<file path="config.mk">
export PLATFORM = sky130hd
export DESIGN_NAME = pose_change_detector_core
export DESIGN_NICKNAME = d
export VERILOG_FILES = /design/src/hw/rtl/pcd_pkg.sv /design/src/hw/rtl/pcd_mul.sv /design/src/hw/rtl/pcd_seq.sv /design/src/hw/rtl/pose_change_detector_core.sv
export VERILOG_INCLUDE_DIRS = /design/src /design/src/hw/rtl
export SDC_FILE = /design/constraint.sdc
export NUM_CORES = 2
export LEC_CHECK = 0
export BUFFER_PORTS_ARGS = -buffer_cell sky130_fd_sc_hd__clkbuf_2
export CORE_MARGIN = 3
export CORE_UTILIZATION = 50
export DETAILED_ROUTE_END_ITERATION = 10
export PLACE_DENSITY = 0.65
export SYNTH_ARGS = -nofsm -noshare
export SYNTH_HDL_FRONTEND = slang
export SYNTH_SLANG_ARGS = --single-unit
</file>
<file path="constraint.sdc">
create_clock -name clk -period 10.5 [get_ports clk]
set_input_delay 1.575 -clock clk [delete_from_list [all_inputs] [get_ports clk]]
set_output_delay 1.575 -clock clk [all_outputs]
set_load 0.05 [all_outputs]
</file>
<file path="src/hw/rtl/pose_change_detector_core_assert.svh">
// Assertion macros shared by the pose change detector RTL.
`ifndef POSE_CHANGE_DETECTOR_CORE_ASSERT_SVH
`define POSE_CHANGE_DETECTOR_CORE_ASSERT_SVH

// Condition and consequence checked at the same clock edge.
`define PCD_ASSERT_SAME(label, clk_s, rst_s, pre, post) \
    label: assert property (@(posedge clk_s) disable iff (!rst_s) (pre) |-> (post)) \
        else $error("pose change detector assertion failed");

// Consequence checked at the clock edge after the condition.
`define PCD_ASSERT_NEXT(label, clk_s, rst_s, pre, post) \
    label: assert property (@(posedge clk_s) disable iff (!rst_s) (pre) |=> (post)) \
        else $error("pose change detector assertion failed");

`endif

</file>
<file path="src/hw/rtl/pcd_pkg.sv">
// Package of the pose change detector: widths, codes, types and the step program.
package pcd_pkg;

    // Field widths.
    localparam int POS_BITS       = 21;
    localparam int QUAT_BITS      = 16;
    localparam int QUAT_FRAC_BITS = 14;
    localparam int DIST_W         = 16;
    localparam int COS_W          = 15;
    localparam int LIMIT_W        = 4;
    localparam int RUN_W          = 5;
    localparam int CFG_W          = 16;
    localparam int CFG_IDX_W      = 2;

    // Internal widths derived from the field widths.
    localparam int AXIS_RAW  = 34 - QUAT_FRAC_BITS;
    localparam int AXIS_W    = (AXIS_RAW > 31) ? 31 : AXIS_RAW;
    localparam int N_W       = 2 * AXIS_W;
    localparam int D_W       = N_W + 1;
    localparam int COS_SHIFT = 30;
    localparam int CMP_W     = 2 * N_W + COS_SHIFT;
    localparam int ACC_W     = CMP_W + 1;
    localparam int A_W       = CMP_W + 1;
    localparam int DIFF_W    = POS_BITS + 1;
    localparam int B_W       = (D_W > DIFF_W) ? D_W : DIFF_W;
    localparam int DIG_W     = 4;
    localparam int NDIG      = (B_W + DIG_W - 1) / DIG_W;
    localparam int BD_W      = NDIG * DIG_W;
    localparam int CNT_W     = $clog2(NDIG + 1);
    localparam int SUM_W     = 2 * POS_BITS + 2;
    localparam int THR2_W    = 2 * DIST_W;
    localparam int CC_W      = 2 * COS_W;
    localparam int DCMP_W    = (SUM_W > THR2_W) ? SUM_W : THR2_W;

    // Reset values of the configuration registers.
    localparam logic [DIST_W-1:0]  DIST_RESET  = DIST_W'(100);
    localparam logic [COS_W-1:0]   COS_RESET   = COS_W'(32270);
    localparam logic [LIMIT_W-1:0] LIMIT_RESET = LIMIT_W'(3);

    // Axis components are clamped to this magnitude.
    localparam logic signed [ACC_W-1:0] AXIS_MAX = ACC_W'(64'sd1073741823);
    localparam logic signed [ACC_W-1:0] AXIS_MIN = -AXIS_MAX;

    // Step program.
    localparam int STEP_W = 5;
    localparam logic [STEP_W-1:0] CAPTURE_LAST = STEP_W'(7);
    localparam logic [STEP_W-1:0] LAST_STEP    = STEP_W'(24);

    typedef enum logic [CFG_IDX_W-1:0] {
        CFG_DIST  = 2'd0,
        CFG_COS   = 2'd1,
        CFG_LIMIT = 2'd2
    } cfg_idx_t;

    typedef enum logic [4:0] {
        OP_QW, OP_QX, OP_QY, OP_QZ,
        OP_DX, OP_DY, OP_DZ,
        OP_THR, OP_COS,
        OP_AX0, OP_AX1, OP_AX2,
        OP_RX0, OP_RX1, OP_RX2,
        OP_DOT, OP_N1, OP_N2, OP_CC, OP_CCN1
    } opnd_t;

    typedef enum logic [3:0] {
        DST_NONE, DST_AX0, DST_AX1, DST_AX2, DST_SUM, DST_THR2, DST_DOT,
        DST_N1, DST_N2, DST_LHS, DST_CC, DST_CCN1, DST_RHS
    } dst_t;

    typedef enum logic [1:0] {
        ST_IDLE, ST_ISSUE, ST_WAIT, ST_FINISH
    } seq_state_t;

    typedef struct packed {
        opnd_t a;
        opnd_t b;
        logic  sub;
        logic  first;
        dst_t  dst;
    } step_t;

    typedef struct packed {
        logic                       func;
        logic signed [POS_BITS-1:0]  pos_x;
        logic signed [POS_BITS-1:0]  pos_y;
        logic signed [POS_BITS-1:0]  pos_z;
        logic signed [QUAT_BITS-1:0] quat_w;
        logic signed [QUAT_BITS-1:0] quat_x;
        logic signed [QUAT_BITS-1:0] quat_y;
        logic signed [QUAT_BITS-1:0] quat_z;
    } item_t;

    typedef struct packed {
        logic             moving;
        logic             distance_over;
        logic             angle_over;
        logic [RUN_W-1:0] run_count;
    } result_t;

    typedef struct packed {
        logic [DIST_W-1:0]  dist_mm;
        logic [COS_W-1:0]   cos;
        logic [LIMIT_W-1:0] limit;
    } cfg_t;

    typedef struct packed {
        logic busy;
        logic done;
        logic neg;
    } mul_stat_t;

    // One product per step; a step either opens a sum or adds to it, and the
    // last term of a sum names where the total goes.
    function automatic step_t step_info(input logic [STEP_W-1:0] s);
        step_t r;
        begin
            r = '{OP_QW, OP_QW, 1'b0, 1'b1, DST_NONE};
            unique case (s)
                // Rotated x-axis of the current quaternion.
                5'd0:  r = '{OP_QW, OP_QW, 1'b0, 1'b1, DST_NONE};
                5'd1:  r = '{OP_QX, OP_QX, 1'b0, 1'b0, DST_NONE};
                5'd2:  r = '{OP_QY, OP_QY, 1'b1, 1'b0, DST_NONE};
                5'd3:  r = '{OP_QZ, OP_QZ, 1'b1, 1'b0, DST_AX0};
                5'd4:  r = '{OP_QX, OP_QY, 1'b0, 1'b1, DST_NONE};
                5'd5:  r = '{OP_QW, OP_QZ, 1'b0, 1'b0, DST_AX1};
                5'd6:  r = '{OP_QX, OP_QZ, 1'b0, 1'b1, DST_NONE};
                5'd7:  r = '{OP_QW, OP_QY, 1'b1, 1'b0, DST_AX2};
                // Squared distance and squared threshold.
                5'd8:  r = '{OP_DX, OP_DX, 1'b0, 1'b1, DST_NONE};
                5'd9:  r = '{OP_DY, OP_DY, 1'b0, 1'b0, DST_NONE};
                5'd10: r = '{OP_DZ, OP_DZ, 1'b0, 1'b0, DST_SUM};
                5'd11: r = '{OP_THR, OP_THR, 1'b0, 1'b1, DST_THR2};
                // Dot product and squared axis lengths.
                5'd12: r = '{OP_RX0, OP_AX0, 1'b0, 1'b1, DST_NONE};
                5'd13: r = '{OP_RX1, OP_AX1, 1'b0, 1'b0, DST_NONE};
                5'd14: r = '{OP_RX2, OP_AX2, 1'b0, 1'b0, DST_DOT};
                5'd15: r = '{OP_RX0, OP_RX0, 1'b0, 1'b1, DST_NONE};
                5'd16: r = '{OP_RX1, OP_RX1, 1'b0, 1'b0, DST_NONE};
                5'd17: r = '{OP_RX2, OP_RX2, 1'b0, 1'b0, DST_N1};
                5'd18: r = '{OP_AX0, OP_AX0, 1'b0, 1'b1, DST_NONE};
                5'd19: r = '{OP_AX1, OP_AX1, 1'b0, 1'b0, DST_NONE};
                5'd20: r = '{OP_AX2, OP_AX2, 1'b0, 1'b0, DST_N2};
                // Both sides of the cosine test.
                5'd21: r = '{OP_DOT, OP_DOT, 1'b0, 1'b1, DST_LHS};
                5'd22: r = '{OP_COS, OP_COS, 1'b0, 1'b1, DST_CC};
                5'd23: r = '{OP_CC, OP_N1, 1'b0, 1'b1, DST_CCN1};
                5'd24: r = '{OP_CCN1, OP_N2, 1'b0, 1'b1, DST_RHS};
                default: r = '{OP_QW, OP_QW, 1'b0, 1'b1, DST_NONE};
            endcase
            return r;
        end
    endfunction

endpackage

</file>
<file path="src/hw/rtl/pcd_mul.sv">
// Shared digit-serial multiplier: signed operands, magnitude product and sign.
`include "pose_change_detector_core_assert.svh"

module pcd_mul (
    input  logic                            clk,
    input  logic                            rst_n,
    input  logic                            start,
    input  logic signed [pcd_pkg::A_W-1:0]  a,
    input  logic signed [pcd_pkg::B_W-1:0]  b,
    output pcd_pkg::mul_stat_t              stat,
    output logic [pcd_pkg::CMP_W-1:0]       prod
);
    import pcd_pkg::*;

    logic                 busy_reg, busy_next;
    logic                 done_reg, done_next;
    logic                 neg_reg, neg_next;
    logic [CNT_W-1:0]     cnt_reg, cnt_next;
    logic [A_W-1:0]       mag_a_reg, mag_a_next;
    logic [BD_W-1:0]      mag_b_reg, mag_b_next;
    logic [CMP_W-1:0]     prod_reg, prod_next;

    logic [A_W-1:0]       mag_a_in;
    logic [B_W-1:0]       mag_b_abs;
    logic [DIG_W-1:0]     digit;
    logic [A_W+DIG_W-1:0] partial;

    // Operand magnitudes.
    assign mag_a_in  = a[A_W-1] ? (A_W'(~a) + A_W'(1)) : A_W'(a);
    assign mag_b_abs = b[B_W-1] ? (B_W'(~b) + B_W'(1)) : B_W'(b);

    // One digit of the multiplier, most significant first.
    assign digit   = mag_b_reg[BD_W-1 -: DIG_W];
    assign partial = mag_a_reg * digit;

    always_comb
    begin
        busy_next  = busy_reg;
        done_next  = 1'b0;
        neg_next   = neg_reg;
        cnt_next   = cnt_reg;
        mag_a_next = mag_a_reg;
        mag_b_next = mag_b_reg;
        prod_next  = prod_reg;
        if (start)
        begin
            busy_next  = 1'b1;
            neg_next   = a[A_W-1] ^ b[B_W-1];
            cnt_next   = CNT_W'(NDIG);
            mag_a_next = mag_a_in;
            mag_b_next = BD_W'(mag_b_abs);
            prod_next  = '0;
        end
        else if (busy_reg)
        begin
            prod_next  = (prod_reg << DIG_W) + CMP_W'(partial);
            mag_b_next = mag_b_reg << DIG_W;
            cnt_next   = cnt_reg - CNT_W'(1);
            if (cnt_reg == CNT_W'(1))
            begin
                busy_next = 1'b0;
                done_next = 1'b1;
            end
        end
    end

    // Control state.
    always_ff @(posedge clk or negedge rst_n)
    begin
        if (!rst_n)
        begin
            busy_reg <= 1'b0;
            done_reg <= 1'b0;
            cnt_reg  <= '0;
        end
        else
        begin
            busy_reg <= busy_next;
            done_reg <= done_next;
            cnt_reg  <= cnt_next;
        end
    end

    // Datapath.
    always_ff @(posedge clk)
    begin
        neg_reg   <= neg_next;
        mag_a_reg <= mag_a_next;
        mag_b_reg <= mag_b_next;
        prod_reg  <= prod_next;
    end

    assign stat.busy = busy_reg;
    assign stat.done = done_reg;
    assign stat.neg  = neg_reg;
    assign prod      = prod_reg;

    // A product is only started while the unit is free, and it ends cleanly.
    `PCD_ASSERT_SAME(a_mul_start_idle, clk, rst_n, start, !busy_reg)
    `PCD_ASSERT_SAME(a_mul_done_free, clk, rst_n, done_reg, !busy_reg)

endmodule

</file>
<file path="src/hw/rtl/pcd_seq.sv">
// Sequencer and operand registers that run the step program on the shared multiplier.
`include "pose_change_detector_core_assert.svh"

module pcd_seq (
    input  logic             clk,
    input  logic             rst_n,
    input  logic             start,
    input  pcd_pkg::item_t   item,
    output logic             ready,
    input  pcd_pkg::cfg_t    cfg,
    input  logic             res_ready,
    output logic             res_valid,
    output pcd_pkg::result_t result
);
    import pcd_pkg::*;

    seq_state_t                 state_reg, state_next;
    logic [STEP_W-1:0]          step_reg, step_next;
    item_t                      item_reg, item_next;
    logic signed [ACC_W-1:0]    acc_reg, acc_next;
    logic signed [AXIS_W-1:0]   ax_reg [3];
    logic signed [AXIS_W-1:0]   ax_next [3];
    logic signed [AXIS_W-1:0]   rax_reg [3];
    logic signed [AXIS_W-1:0]   rax_next [3];
    logic signed [POS_BITS-1:0] rpos_reg [3];
    logic signed [POS_BITS-1:0] rpos_next [3];
    logic [SUM_W-1:0]           sum_reg, sum_next;
    logic [THR2_W-1:0]          thr2_reg, thr2_next;
    logic signed [D_W-1:0]      dot_reg, dot_next;
    logic [N_W-1:0]             n1_reg, n1_next;
    logic [N_W-1:0]             n2_reg, n2_next;
    logic [CMP_W-1:0]           lhs_reg, lhs_next;
    logic [CC_W-1:0]            cc_reg, cc_next;
    logic [CMP_W-1:0]           ccn1_reg, ccn1_next;
    logic [CMP_W-1:0]           rhs_reg, rhs_next;
    logic [RUN_W-1:0]           run_reg, run_next;

    step_t                      st;
    logic                       mul_start;
    mul_stat_t                  mul_stat;
    logic [CMP_W-1:0]           mul_prod;
    logic signed [A_W-1:0]      opnd_a;
    logic signed [B_W-1:0]      opnd_b;
    logic signed [DIFF_W-1:0]   dx, dy, dz;
    logic signed [ACC_W-1:0]    prod_ext, term, acc_sum, ax_raw, ax_clamp;
    logic                       dist_over, angle_over, moving;
    logic [RUN_W:0]             run_new, run_lim;

    // Position change against the reference.
    assign dx = DIFF_W'(item_reg.pos_x) - DIFF_W'(rpos_reg[0]);
    assign dy = DIFF_W'(item_reg.pos_y) - DIFF_W'(rpos_reg[1]);
    assign dz = DIFF_W'(item_reg.pos_z) - DIFF_W'(rpos_reg[2]);

    assign st = step_info(step_reg);

    // Operand selection for the multiplier.
    function automatic logic signed [A_W-1:0] opnd_value(input opnd_t sel);
        logic signed [A_W-1:0] v;
        begin
            v = '0;
            case (sel)
                OP_QW:   v = A_W'(item_reg.quat_w);
                OP_QX:   v = A_W'(item_reg.quat_x);
                OP_QY:   v = A_W'(item_reg.quat_y);
                OP_QZ:   v = A_W'(item_reg.quat_z);
                OP_DX:   v = A_W'(dx);
                OP_DY:   v = A_W'(dy);
                OP_DZ:   v = A_W'(dz);
                OP_THR:  v = A_W'(cfg.dist_mm);
                OP_COS:  v = A_W'(cfg.cos);
                OP_AX0:  v = A_W'(ax_reg[0]);
                OP_AX1:  v = A_W'(ax_reg[1]);
                OP_AX2:  v = A_W'(ax_reg[2]);
                OP_RX0:  v = A_W'(rax_reg[0]);
                OP_RX1:  v = A_W'(rax_reg[1]);
                OP_RX2:  v = A_W'(rax_reg[2]);
                OP_DOT:  v = A_W'(dot_reg);
                OP_N1:   v = A_W'(n1_reg);
                OP_N2:   v = A_W'(n2_reg);
                OP_CC:   v = A_W'(cc_reg);
                OP_CCN1: v = A_W'(ccn1_reg);
                default: v = '0;
            endcase
            return v;
        end
    endfunction

    // Both operands follow every register that the selection reads.
    always_comb
    begin
        opnd_a = opnd_value(st.a);
        opnd_b = B_W'(opnd_value(st.b));
    end

    pcd_mul u_mul (
        .clk   (clk),
        .rst_n (rst_n),
        .start (mul_start),
        .a     (opnd_a),
        .b     (opnd_b),
        .stat  (mul_stat),
        .prod  (mul_prod)
    );

    // Signed accumulation of the finished product.
    assign prod_ext = {1'b0, mul_prod};
    assign term     = (mul_stat.neg ^ st.sub) ? (ACC_W'(~prod_ext) + ACC_W'(1)) : prod_ext;
    assign acc_sum  = (st.first ? ACC_W'(0) : acc_reg) + term;

    // Axis component: doubled for the cross terms, floor shift, then clamp.
    always_comb
    begin
        if (st.dst == DST_AX0)
        begin
            ax_raw = acc_sum >>> QUAT_FRAC_BITS;
        end
        else
        begin
            ax_raw = (acc_sum <<< 1) >>> QUAT_FRAC_BITS;
        end
        if (ax_raw > AXIS_MAX)
        begin
            ax_clamp = AXIS_MAX;
        end
        else if (ax_raw < AXIS_MIN)
        begin
            ax_clamp = AXIS_MIN;
        end
        else
        begin
            ax_clamp = ax_raw;
        end
    end

    // Flag evaluation and run counter update for a check.
    always_comb
    begin
        dist_over  = DCMP_W'(sum_reg) > DCMP_W'(thr2_reg);
        angle_over = (n1_reg != '0) && (n2_reg != '0) &&
                     ((dot_reg < 0) || (lhs_reg < rhs_reg));
        run_lim    = (RUN_W + 1)'(cfg.limit) + (RUN_W + 1)'(1);
        run_new    = (dist_over || angle_over) ?
                     ((RUN_W + 1)'(run_reg) + (RUN_W + 1)'(1)) : '0;
        moving     = 1'b0;
        if (run_new > (RUN_W + 1)'(cfg.limit))
        begin
            run_new = run_lim;
            moving  = 1'b1;
        end
    end

    // Sequencer: next state, writebacks and result.
    always_comb
    begin
        state_next = state_reg;
        step_next  = step_reg;
        item_next  = item_reg;
        acc_next   = acc_reg;
        ax_next    = ax_reg;
        rax_next   = rax_reg;
        rpos_next  = rpos_reg;
        sum_next   = sum_reg;
        thr2_next  = thr2_reg;
        dot_next   = dot_reg;
        n1_next    = n1_reg;
        n2_next    = n2_reg;
        lhs_next   = lhs_reg;
        cc_next    = cc_reg;
        ccn1_next  = ccn1_reg;
        rhs_next   = rhs_reg;
        run_next   = run_reg;
        mul_start  = 1'b0;
        ready      = 1'b0;
        res_valid  = 1'b0;
        if (item_reg.func)
        begin
            result = '{1'b0, 1'b0, 1'b0, run_reg};
        end
        else
        begin
            result = '{moving, dist_over, angle_over, RUN_W'(run_new)};
        end

        unique case (state_reg)
            ST_IDLE:
            begin
                ready = 1'b1;
                if (start)
                begin
                    item_next  = item;
                    step_next  = '0;
                    state_next = ST_ISSUE;
                end
            end
            ST_ISSUE:
            begin
                mul_start  = 1'b1;
                state_next = ST_WAIT;
            end
            ST_WAIT:
            begin
                if (mul_stat.done)
                begin
                    acc_next = acc_sum;
                    case (st.dst)
                        DST_AX0:  ax_next[0] = AXIS_W'(ax_clamp);
                        DST_AX1:  ax_next[1] = AXIS_W'(ax_clamp);
                        DST_AX2:  ax_next[2] = AXIS_W'(ax_clamp);
                        DST_SUM:  sum_next   = SUM_W'(acc_sum);
                        DST_THR2: thr2_next  = THR2_W'(acc_sum);
                        DST_DOT:  dot_next   = D_W'(acc_sum);
                        DST_N1:   n1_next    = N_W'(acc_sum);
                        DST_N2:   n2_next    = N_W'(acc_sum);
                        DST_LHS:  lhs_next   = CMP_W'(acc_sum) << COS_SHIFT;
                        DST_CC:   cc_next    = CC_W'(acc_sum);
                        DST_CCN1: ccn1_next  = CMP_W'(acc_sum);
                        DST_RHS:  rhs_next   = CMP_W'(acc_sum);
                        default:  ;
                    endcase
                    if ((item_reg.func && step_reg == CAPTURE_LAST) || step_reg == LAST_STEP)
                    begin
                        state_next = ST_FINISH;
                    end
                    else
                    begin
                        step_next  = step_reg + STEP_W'(1);
                        state_next = ST_ISSUE;
                    end
                end
            end
            ST_FINISH:
            begin
                res_valid = 1'b1;
                if (res_ready)
                begin
                    if (item_reg.func)
                    begin
                        rax_next     = ax_reg;
                        rpos_next[0] = item_reg.pos_x;
                        rpos_next[1] = item_reg.pos_y;
                        rpos_next[2] = item_reg.pos_z;
                    end
                    else
                    begin
                        run_next = RUN_W'(run_new);
                    end
                    state_next = ST_IDLE;
                end
            end
            default:
            begin
                state_next = ST_IDLE;
            end
        endcase
    end

    // Control state and the reference pose.
    always_ff @(posedge clk or negedge rst_n)
    begin
        if (!rst_n)
        begin
            state_reg <= ST_IDLE;
            step_reg  <= '0;
            run_reg   <= '0;
            for (int i = 0; i < 3; i++)
            begin
                rax_reg[i]  <= '0;
                rpos_reg[i] <= '0;
            end
        end
        else
        begin
            state_reg <= state_next;
            step_reg  <= step_next;
            run_reg   <= run_next;
            rax_reg   <= rax_next;
            rpos_reg  <= rpos_next;
        end
    end

    // Working values.
    always_ff @(posedge clk)
    begin
        item_reg <= item_next;
        acc_reg  <= acc_next;
        ax_reg   <= ax_next;
        sum_reg  <= sum_next;
        thr2_reg <= thr2_next;
        dot_reg  <= dot_next;
        n1_reg   <= n1_next;
        n2_reg   <= n2_next;
        lhs_reg  <= lhs_next;
        cc_reg   <= cc_next;
        ccn1_reg <= ccn1_next;
        rhs_reg  <= rhs_next;
    end

    // While waiting, the multiplier is either still working or has just finished.
    `PCD_ASSERT_SAME(a_seq_wait_mul, clk, rst_n, state_reg == ST_WAIT, mul_stat.busy || mul_stat.done)

endmodule

</file>
<file path="src/hw/rtl/pose_change_detector_core.sv">
// Top level of the pose change detector: configuration, handshakes and result register.
// Each beat carries one pose. A capture beat computes the rotated x-axis and stores
// it with the position as the reference; a check beat compares the pose with that
// reference and updates the debounce run count. All arithmetic is done by one shared
// multiplier that consumes four multiplier bits per cycle; each product is issued, runs
// through all multiplier digits and is then accumulated. A check runs 25 products and a
// capture runs 8 products; once the result is registered the block is ready for the next
// beat. One beat is processed at a time; the result register lets the next beat be
// accepted while a result waits, and a stalled output holds the block in its last step.
// Configuration writes take effect at once and are meant for when the block is idle.
`include "pose_change_detector_core_assert.svh"

module pose_change_detector_core (
    input  logic                                  clk,
    input  logic                                  rst_n,
    input  logic                                  cfg_we,
    input  logic [pcd_pkg::CFG_IDX_W-1:0]         cfg_index,
    input  logic [pcd_pkg::CFG_W-1:0]             cfg_data,
    input  logic                                  in_valid,
    output logic                                  in_ready,
    input  logic                                  func,
    input  logic signed [pcd_pkg::POS_BITS-1:0]   pos_x,
    input  logic signed [pcd_pkg::POS_BITS-1:0]   pos_y,
    input  logic signed [pcd_pkg::POS_BITS-1:0]   pos_z,
    input  logic signed [pcd_pkg::QUAT_BITS-1:0]  quat_w,
    input  logic signed [pcd_pkg::QUAT_BITS-1:0]  quat_x,
    input  logic signed [pcd_pkg::QUAT_BITS-1:0]  quat_y,
    input  logic signed [pcd_pkg::QUAT_BITS-1:0]  quat_z,
    output logic                                  out_valid,
    input  logic                                  out_ready,
    output logic                                  moving,
    output logic                                  distance_over,
    output logic                                  angle_over,
    output logic [pcd_pkg::RUN_W-1:0]             run_count
);
    import pcd_pkg::*;

    cfg_t    cfg_reg, cfg_next;
    logic    out_valid_reg, out_valid_next;
    result_t out_reg, out_next;

    item_t   item;
    logic    seq_ready;
    logic    res_valid;
    logic    res_ready;
    result_t result;

    assign item = '{func, pos_x, pos_y, pos_z, quat_w, quat_x, quat_y, quat_z};

    // Configuration register writes.
    always_comb
    begin
        cfg_next = cfg_reg;
        if (cfg_we)
        begin
            unique case (cfg_idx_t'(cfg_index))
                CFG_DIST:  cfg_next.dist_mm = cfg_data[DIST_W-1:0];
                CFG_COS:   cfg_next.cos     = cfg_data[COS_W-1:0];
                CFG_LIMIT: cfg_next.limit   = cfg_data[LIMIT_W-1:0];
                default:   ;
            endcase
        end
    end

    pcd_seq u_seq (
        .clk       (clk),
        .rst_n     (rst_n),
        .start     (in_valid),
        .item      (item),
        .ready     (seq_ready),
        .cfg       (cfg_reg),
        .res_ready (res_ready),
        .res_valid (res_valid),
        .result    (result)
    );

    assign in_ready  = seq_ready;
    assign res_ready = !out_valid_reg || out_ready;

    // Result register.
    always_comb
    begin
        out_valid_next = out_valid_reg;
        out_next       = out_reg;
        if (res_valid && res_ready)
        begin
            out_valid_next = 1'b1;
            out_next       = result;
        end
        else if (out_ready)
        begin
            out_valid_next = 1'b0;
        end
    end

    always_ff @(posedge clk or negedge rst_n)
    begin
        if (!rst_n)
        begin
            cfg_reg       <= '{DIST_RESET, COS_RESET, LIMIT_RESET};
            out_valid_reg <= 1'b0;
        end
        else
        begin
            cfg_reg       <= cfg_next;
            out_valid_reg <= out_valid_next;
        end
    end

    always_ff @(posedge clk)
    begin
        out_reg <= out_next;
    end

    assign out_valid     = out_valid_reg;
    assign moving        = out_reg.moving;
    assign distance_over = out_reg.distance_over;
    assign angle_over    = out_reg.angle_over;
    assign run_count     = out_reg.run_count;

    // An accepted beat keeps the block busy for at least the next cycle.
    `PCD_ASSERT_NEXT(a_top_one_beat, clk, rst_n, in_valid && in_ready, !in_ready)

endmodule

</file>
# [Yosys cells after proc, flatten, opt, wreduce, memory -nomap -nowiden]
# Memory sizes are Yosys's and may differ from the RTL's.
# Index checks and enable logic that the tools add are counted.
[word_totals] ff_bits=1277 word_cells=211 memories=1 latchBits=0 ramBits=0 mem_bits_ro=512 out_inout_bits=10
[mem_list] memory="(name not given)" words=32 word_bits=16 rd=1 rd_ports_with_merged_regs=0 write_ports=0 line_no="pcd_pkg.sv:117" source="unique case (s)"
[classes] bitwise_logic=6 n_div=0 magnitude_cmp=6 mul=1 eq_ne=62 n_mux=37 n_addsub=12 reduce_logical=39 n_shift=0
[ops] cell="one-hot mux 111 bit (20 select lines)" n=1
[ops] cell="one-hot mux 41 bit (20 select lines)" n=1
[ops] cell="2-to-1 mux 111 bit" n=3
[ops] cell="adder 111 x 2 -> 111 bit (second input constant)" n=2
[ops] cell="2-to-1 mux 41 bit" n=3
[ops] cell="adder 111 bit" n=1
[ops] cell="> comparator 111 x 31 -> 1 bit (second input constant)" n=1
[ops] cell="less-than comparator 111 x 31 -> 1 bit (second input constant)" n=1
[ops] cell="multiplier 111 x 4 -> 110 bit" n=1
[ops] cell="NOT 110 -> 111 bit" n=1
[ops] cell="NOT 111 bit" n=1
[ops] cell="adder 110 bit" n=1
[ops] cell="less-than comparator 110 bit" n=1
[ops] cell="2-to-1 mux 110 bit" n=1
[ops] cell="== test 5 x 4 -> 1 bit (second input constant)" n=16
[ops] cell="nonzero test 40 bit" n=2
[ops] cell="subtractor 21 x 21 -> 22 bit" n=3
[ops] cell="== test 5 x 3 -> 1 bit (second input constant)" n=9
[ops] cell="== test 5 bit (second input constant)" n=9
[ops] cell="AND reduction 3 bit" n=15
[ops] cell="> comparator 44 x 32 -> 1 bit" n=1
[ops] cell="adder 41 x 2 -> 41 bit (second input constant)" n=1
[ops] cell="less-than comparator 41 x 1 -> 1 bit (second input constant)" n=1
[ops] cell="NOT 41 bit" n=1
[ops] cell="other kinds (32)" n=86

# [Depth between registers and ports, before layout]
[depth] depth_word=8 mapped_depth=31

# [Cells and area by module]
# Synthesis repeated with hierarchy kept, for this count alone.
[unflattened] hier_cells=8713 area_unflattened_um2=87684.1
[modules_own_cells] module="pcd_seq" cells_per_inst=5245 seq_area_each_um2=28182.0 area_each_um2=56266.5 n_inst=1
[modules_own_cells] module="pcd_mul" cells_per_inst=3381 seq_area_each_um2=6976.7 area_each_um2=29783.6 n_inst=1
[modules_own_cells] module="pose_change_detector_core" cells_per_inst=87 seq_area_each_um2=1158.6 area_each_um2=1634.1 n_inst=1

# [Worst setup path before layout]
# No wires, ideal clock.
[synth_timing] path_type="in2reg" startpoint="input port in_valid" endpoint="register u_seq.item_reg[0] (netlist bit) (enable)" path_slack_ns=-1.191 path_stages=1 path_buffers=0 arrival_time_ns=10.885 setup_time_ns=0.806 required_time_ns=9.694 path_cell_list="nor3b_1"
[synth_between] elab_chain_len=1
[synth_lines] element="start, declared" line_no="pose_change_detector_core.sv:19" source="input logic in_valid,"
[synth_lines] element="AND reduction 2 bit (no source line)"
[synth_lines] element="end signal, assigned" line_no="pcd_seq.sv:284" source="item_reg <= item_next;"
[synth_lines] element="end, declared" line_no="pcd_seq.sv:19" source="item_t item_reg, item_next;"
# No other way between the ends.
# A chain may end at the register's enable or synchronous reset.

# [Worst setup path in the final report]
[layout_timing] startpoint="register u_seq.u_mul.prod_reg[36] (netlist: u_seq.u_mul.prod[36])" endpoint="register u_seq.ax_reg[42] (netlist bit), data pin"
[layout_between] elab_chain_len=8 elab_cells_between_ends=9 cone_classes="add/sub: 2; order compare: 2; mux: 4; bitwise: 1"
[layout_lines] element="start, declared" line_no="pcd_mul.sv:21" source="logic [CMP_W-1:0] prod_reg, prod_next;"
[layout_lines] element="start signal, assigned" line_no="pcd_mul.sv:90" source="prod_reg <= prod_next;"
[layout_lines] element="NOT 110 -> 111 bit" line_no="pcd_seq.sv:107" source="assign term = (mul_stat.neg ^ st.sub) ? (ACC_W'(~prod_ext) + ACC_W'(1)) : prod_ext;"
[layout_lines] element="adder 111 x 2 -> 111 bit" line_no="pcd_seq.sv:107"
[layout_lines] element="2-to-1 mux 111 bit *" line_no="pcd_seq.sv:107"
[layout_lines] element="adder 111 bit *" line_no="pcd_seq.sv:108" source="assign acc_sum = (st.first ? ACC_W'(0) : acc_reg) + term;"
[layout_lines] element="via u_seq.acc_sum[93]" line_no="pcd_seq.sv:45" source="logic signed [ACC_W-1:0] prod_ext, term, acc_sum, ax_raw, ax_clamp;"
[layout_lines] element="2-to-1 mux 111 bit *" line_no="pcd_seq.sv:113" source="if (st.dst == DST_AX0)"
[layout_lines] element="less-than comparator 111 x 31 -> 1 bit" line_no="pcd_seq.sv:125" source="else if (ax_raw < AXIS_MIN)"
[layout_lines] element="2-to-1 mux 20 bit" line_no="pcd_seq.sv:125"
[layout_lines] element="2-to-1 mux 20 bit *" line_no="pcd_seq.sv:121" source="if (ax_raw > AXIS_MAX)"
[layout_lines] element="via u_seq.ax_clamp[2]" line_no="pcd_seq.sv:45"
[layout_lines] element="end signal, assigned" line_no="pcd_seq.sv:286" source="ax_reg <= ax_next;"
[layout_lines] element="end, declared" line_no="pcd_seq.sv:21" source="logic signed [AXIS_W-1:0] ax_reg [3];"
# Mark *: on every way through the listed nets, which the timed path passes. The rest lies on a longest branch.

==> impl_metrics.ini <==
[global_route]
track_usage_pct = 36.81
grt_pass1_wl_mm = 472.4
use_met3_pct = 6.158
grt-ovfl-total = 0
use_met2_pct = 60.31
grt_max_degree = 126
grt_antenna_before_repair = 8
grt_busiest_layer = met2
grt.met1_usage_pct = 44.18
grt_pass1_vias = 68900

[placed_design]
dp_cells = 10450
gp_congestion = 1.038
hpwl_mm = 242.9
port_buffers = 160

[setup_path]
critPathArrivalTime_ns = 10.65
end_kind = flip-flop
crit_family = simple AND/OR/NAND/NOR gates
worstSetupStartpointType = flip-flop
reg2reg_slack_ns = 0.43
critical_path.max_stage_delay_ns = 0.60
worstRegToRegCells = 26
path_common_cell = or4_1
reg2reg_to = u_seq.ax_reg[42]
reg2reg_from = u_seq.u_mul.prod[36]
worstPathRequired_ns = 11.08
slowest_stage = or4_1
path_class = flip-flop to flip-flop
crit_buf_inv = 2
cp_max_fo = 19

[sta]
fin_crit_ns = 10.07
tns_ns = 0
timing.final.crit_share_pct = 95.88
hold_viol_final = 0
rsz0062_at_grt = false
tightest_slew_ns = 1.564
fin_skew_ns = 0.06135
finalSetupViolations = 0
timing.final.max_slew_violations = 1
max_freq_mhz = 99.34
slew-limit-headroom_pct = -4.258

[clocking]
cts_buffers = 146
cts_resized = 0
post-cts-setup-buffers = 0
htreeDepth = 4
cts_tree = yes
path_clk_slew_ns = 0.06
clk_latency_ns = 0.85
cts_sinks = 1276
clk_path_buf_depth = 3
cts_root_buf = clkbuf_16
cts_hold_buf = 0

[synthesis]
synthAdderAreaFrac_pct = 13.68
synth_compound_area_share_pct = 16.51
syn_inst = 8292
synth_edf_count = 986
synthXorXnorAreaFrac_pct = 4.448
syn_area_um2 = 85090
synth-async-reset-ratio_pct = 13.87
synth_top_family_by_area = compound AO/OA/AOI/OAI gates
synth_seq_cells = 1276
yosys-mux-area-fraction_pct = 3.526
synthSimpleGateAreaFrac_pct = 15.03
syn_nets = 9180
avgSynthCellArea_um2 = 10.26
synth_ff_type = edfxtp_1
ys_seq_area_share_pct = 42.68
yosys_warnings = 0
synth_cell_types = 104

[routing]
drc = 0
routed_wl_mm = 326.7
ant_nets = 0
wire_per_inst_um = 30.46
dr.pass1.iters = 10
vias = 70090
initialDrtViolationCount = 8202
vias_per_cell = 6.534

[layout]
drive_above_1_share_pct = 10.99
seqCellArea_um2 = 36330
fillers = 14570
multi_input_area_um2 = 45810
largest_reg_flops = 128
fin_nets = 9281
area_growth_pct = 10.74
layoutNonFillerInstCount = 10730

[status]
violations = slew limit
status = finished, violations left

[worst_hold_path]
min_from = u_seq.rpos_reg[42]
whs_path_depth = 2
min_to = u_seq.rpos_reg[42]
hold_path.class = flip-flop to flip-flop

[die]
die_h_um = 418.5
start_util_pct = 50.60
dieArea_um2 = 175200
top_level_ports = 161
coreArea_um2 = 168200
die_x_um = 418.5
row_count = 150

[job]
cap_viol_max_count = 0
## layer usage
layer  up-vias  routed length [um]
li1      30760                   -
met1     34580              121800
met2      3701              151800
met3      1051               24830
met4         2               28300
met5         -                  12
## metrics by stage
step	cell area [um2]	hold WS [ns]	worst slack (ns)	util, %
final	94230	0.4856	0.4331	56.03
after floorplan	85100	0.4563	1.467	-
after detailed placement	89190	0.4771	0.6347	53.04
after CTS	94210	0.4854	0.5481	56.02
after global routing	94210	0.5096	0.1082	56.02
after global placement	89180	0.4650	0.8781	53.03
## Yosys cell counts, types with 50 or more instances
cell type / n / area, um2
a222oi_1: 59 / 590.6
nor3_1: 127 / 635.6
o31ai_1: 59 / 442.9
a211oi_1: 64 / 480.5
xor2_1: 171 / 1498
o21a_1: 64 / 480.5
a21oi_1: 510 / 2552
nand3_1: 130 / 650.6
and3_1: 50 / 312.8
dfxtp_1: 113 / 2262
mux2_2: 174 / 1959
a22oi_1: 175 / 1314
xnor2_1: 258 / 2260
a21o_1: 183 / 1374
nor4_1: 94 / 588.1
a221oi_1: 59 / 516.8
nand2_1: 818 / 3070
inv_1: 511 / 1918
ha_1: 415 / 5192
nand2b_1: 53 / 331.6
fa_1: 322 / 6446
dfrtp_1: 163 / 4079
o211ai_1: 50 / 375.4
mux2i_1: 104 / 1041
a31oi_1: 58 / 362.9
nor2_1: 479 / 1798
clkbuf_1: 360 / 1351
nand4_1: 203 / 1270
o21ai_0: 401 / 2007
edfxtp_1: 986 / 29610
and2_1: 328 / 2052
## layout make-up
cell class                 instances  share of cell area (%)
antenna                            6                 0.01593
clock buffer                     181                   4.136
clock inverter                    92                   1.195
inverter                         514                   2.056
multi-input combinational       6092                   48.62
sequential                      1276                   38.56
tap                             2204                   2.927
timing repair buffer             363                   2.490
## worst min-delay path, delay by kind of cell (launching register included)
family,cells,cell delay (ns)
AOI/OAI and AO/OA,1,0.06
DFF,1,0.34
and+or+nand+nor,1,0.05
## cells in the final DEF, fill, tap and decap left out, types with 54 or more instances in the layout
cell | synthesis | routed
a211oi_1 | 64 | 54
o31ai_1 | 59 | 59
dfrtp_1 | 163 | 162
xnor2_1 | 258 | 243
inv_1 | 511 | 510
nand3_1 | 130 | 130
a31oi_1 | 58 | 58
nand2_1 | 818 | 817
edfxtp_1 | 986 | 986
clkbuf_16 | 0 | 148
nor3_1 | 127 | 123
a21o_1 | 183 | 183
mux2_2 | 174 | 174
xor2_1 | 171 | 161
nand4_1 | 203 | 203
mux2i_1 | 104 | 104
a222oi_1 | 59 | 59
buf_4 | 1 | 202
nor2_1 | 479 | 465
o21a_1 | 64 | 63
and2_1 | 328 | 328
clkbuf_2 | 3 | 159
a21oi_1 | 510 | 508
fa_1 | 322 | 322
a221oi_1 | 59 | 59
o21ai_0 | 401 | 398
nor4_1 | 94 | 86
dfxtp_1 | 113 | 110
ha_1 | 415 | 415
a22oi_1 | 175 | 175
## how the worst max path moves through the flow
stage / startpoint / endpoint / cells past startpoint
4_1_cts: u_seq.u_mul.prod[36] / u_seq.ax_reg[42] / 27
3_3_place_gp: u_seq.u_mul.prod[36] / u_seq.ax_reg[2] / 26
5_1_grt: u_seq.u_mul.prod[36] / u_seq.ax_reg[41] / 28
6_report: u_seq.u_mul.prod[36] / u_seq.ax_reg[42] / 26
3_5_place_dp: u_seq.u_mul.prod[36] / u_seq.ax_reg[42] / 27
2_1_floorplan: u_seq.state_reg[1] / u_seq.lhs_reg[100] / 5
## cells by family (layout without fill, tap and decap cells)
family,count (synthesis),after routing
compound gates,2092,2092
xor+xnor,430,430
fa+ha+maj,737,737
buf+inv,924,1150
flops,1276,1276
mux,278,278
other cells,0,6
simple gates,2555,2555
Power is not shown: default switching activity piles up to over one toggle a cycle in this logic, so the estimate is an artifact.
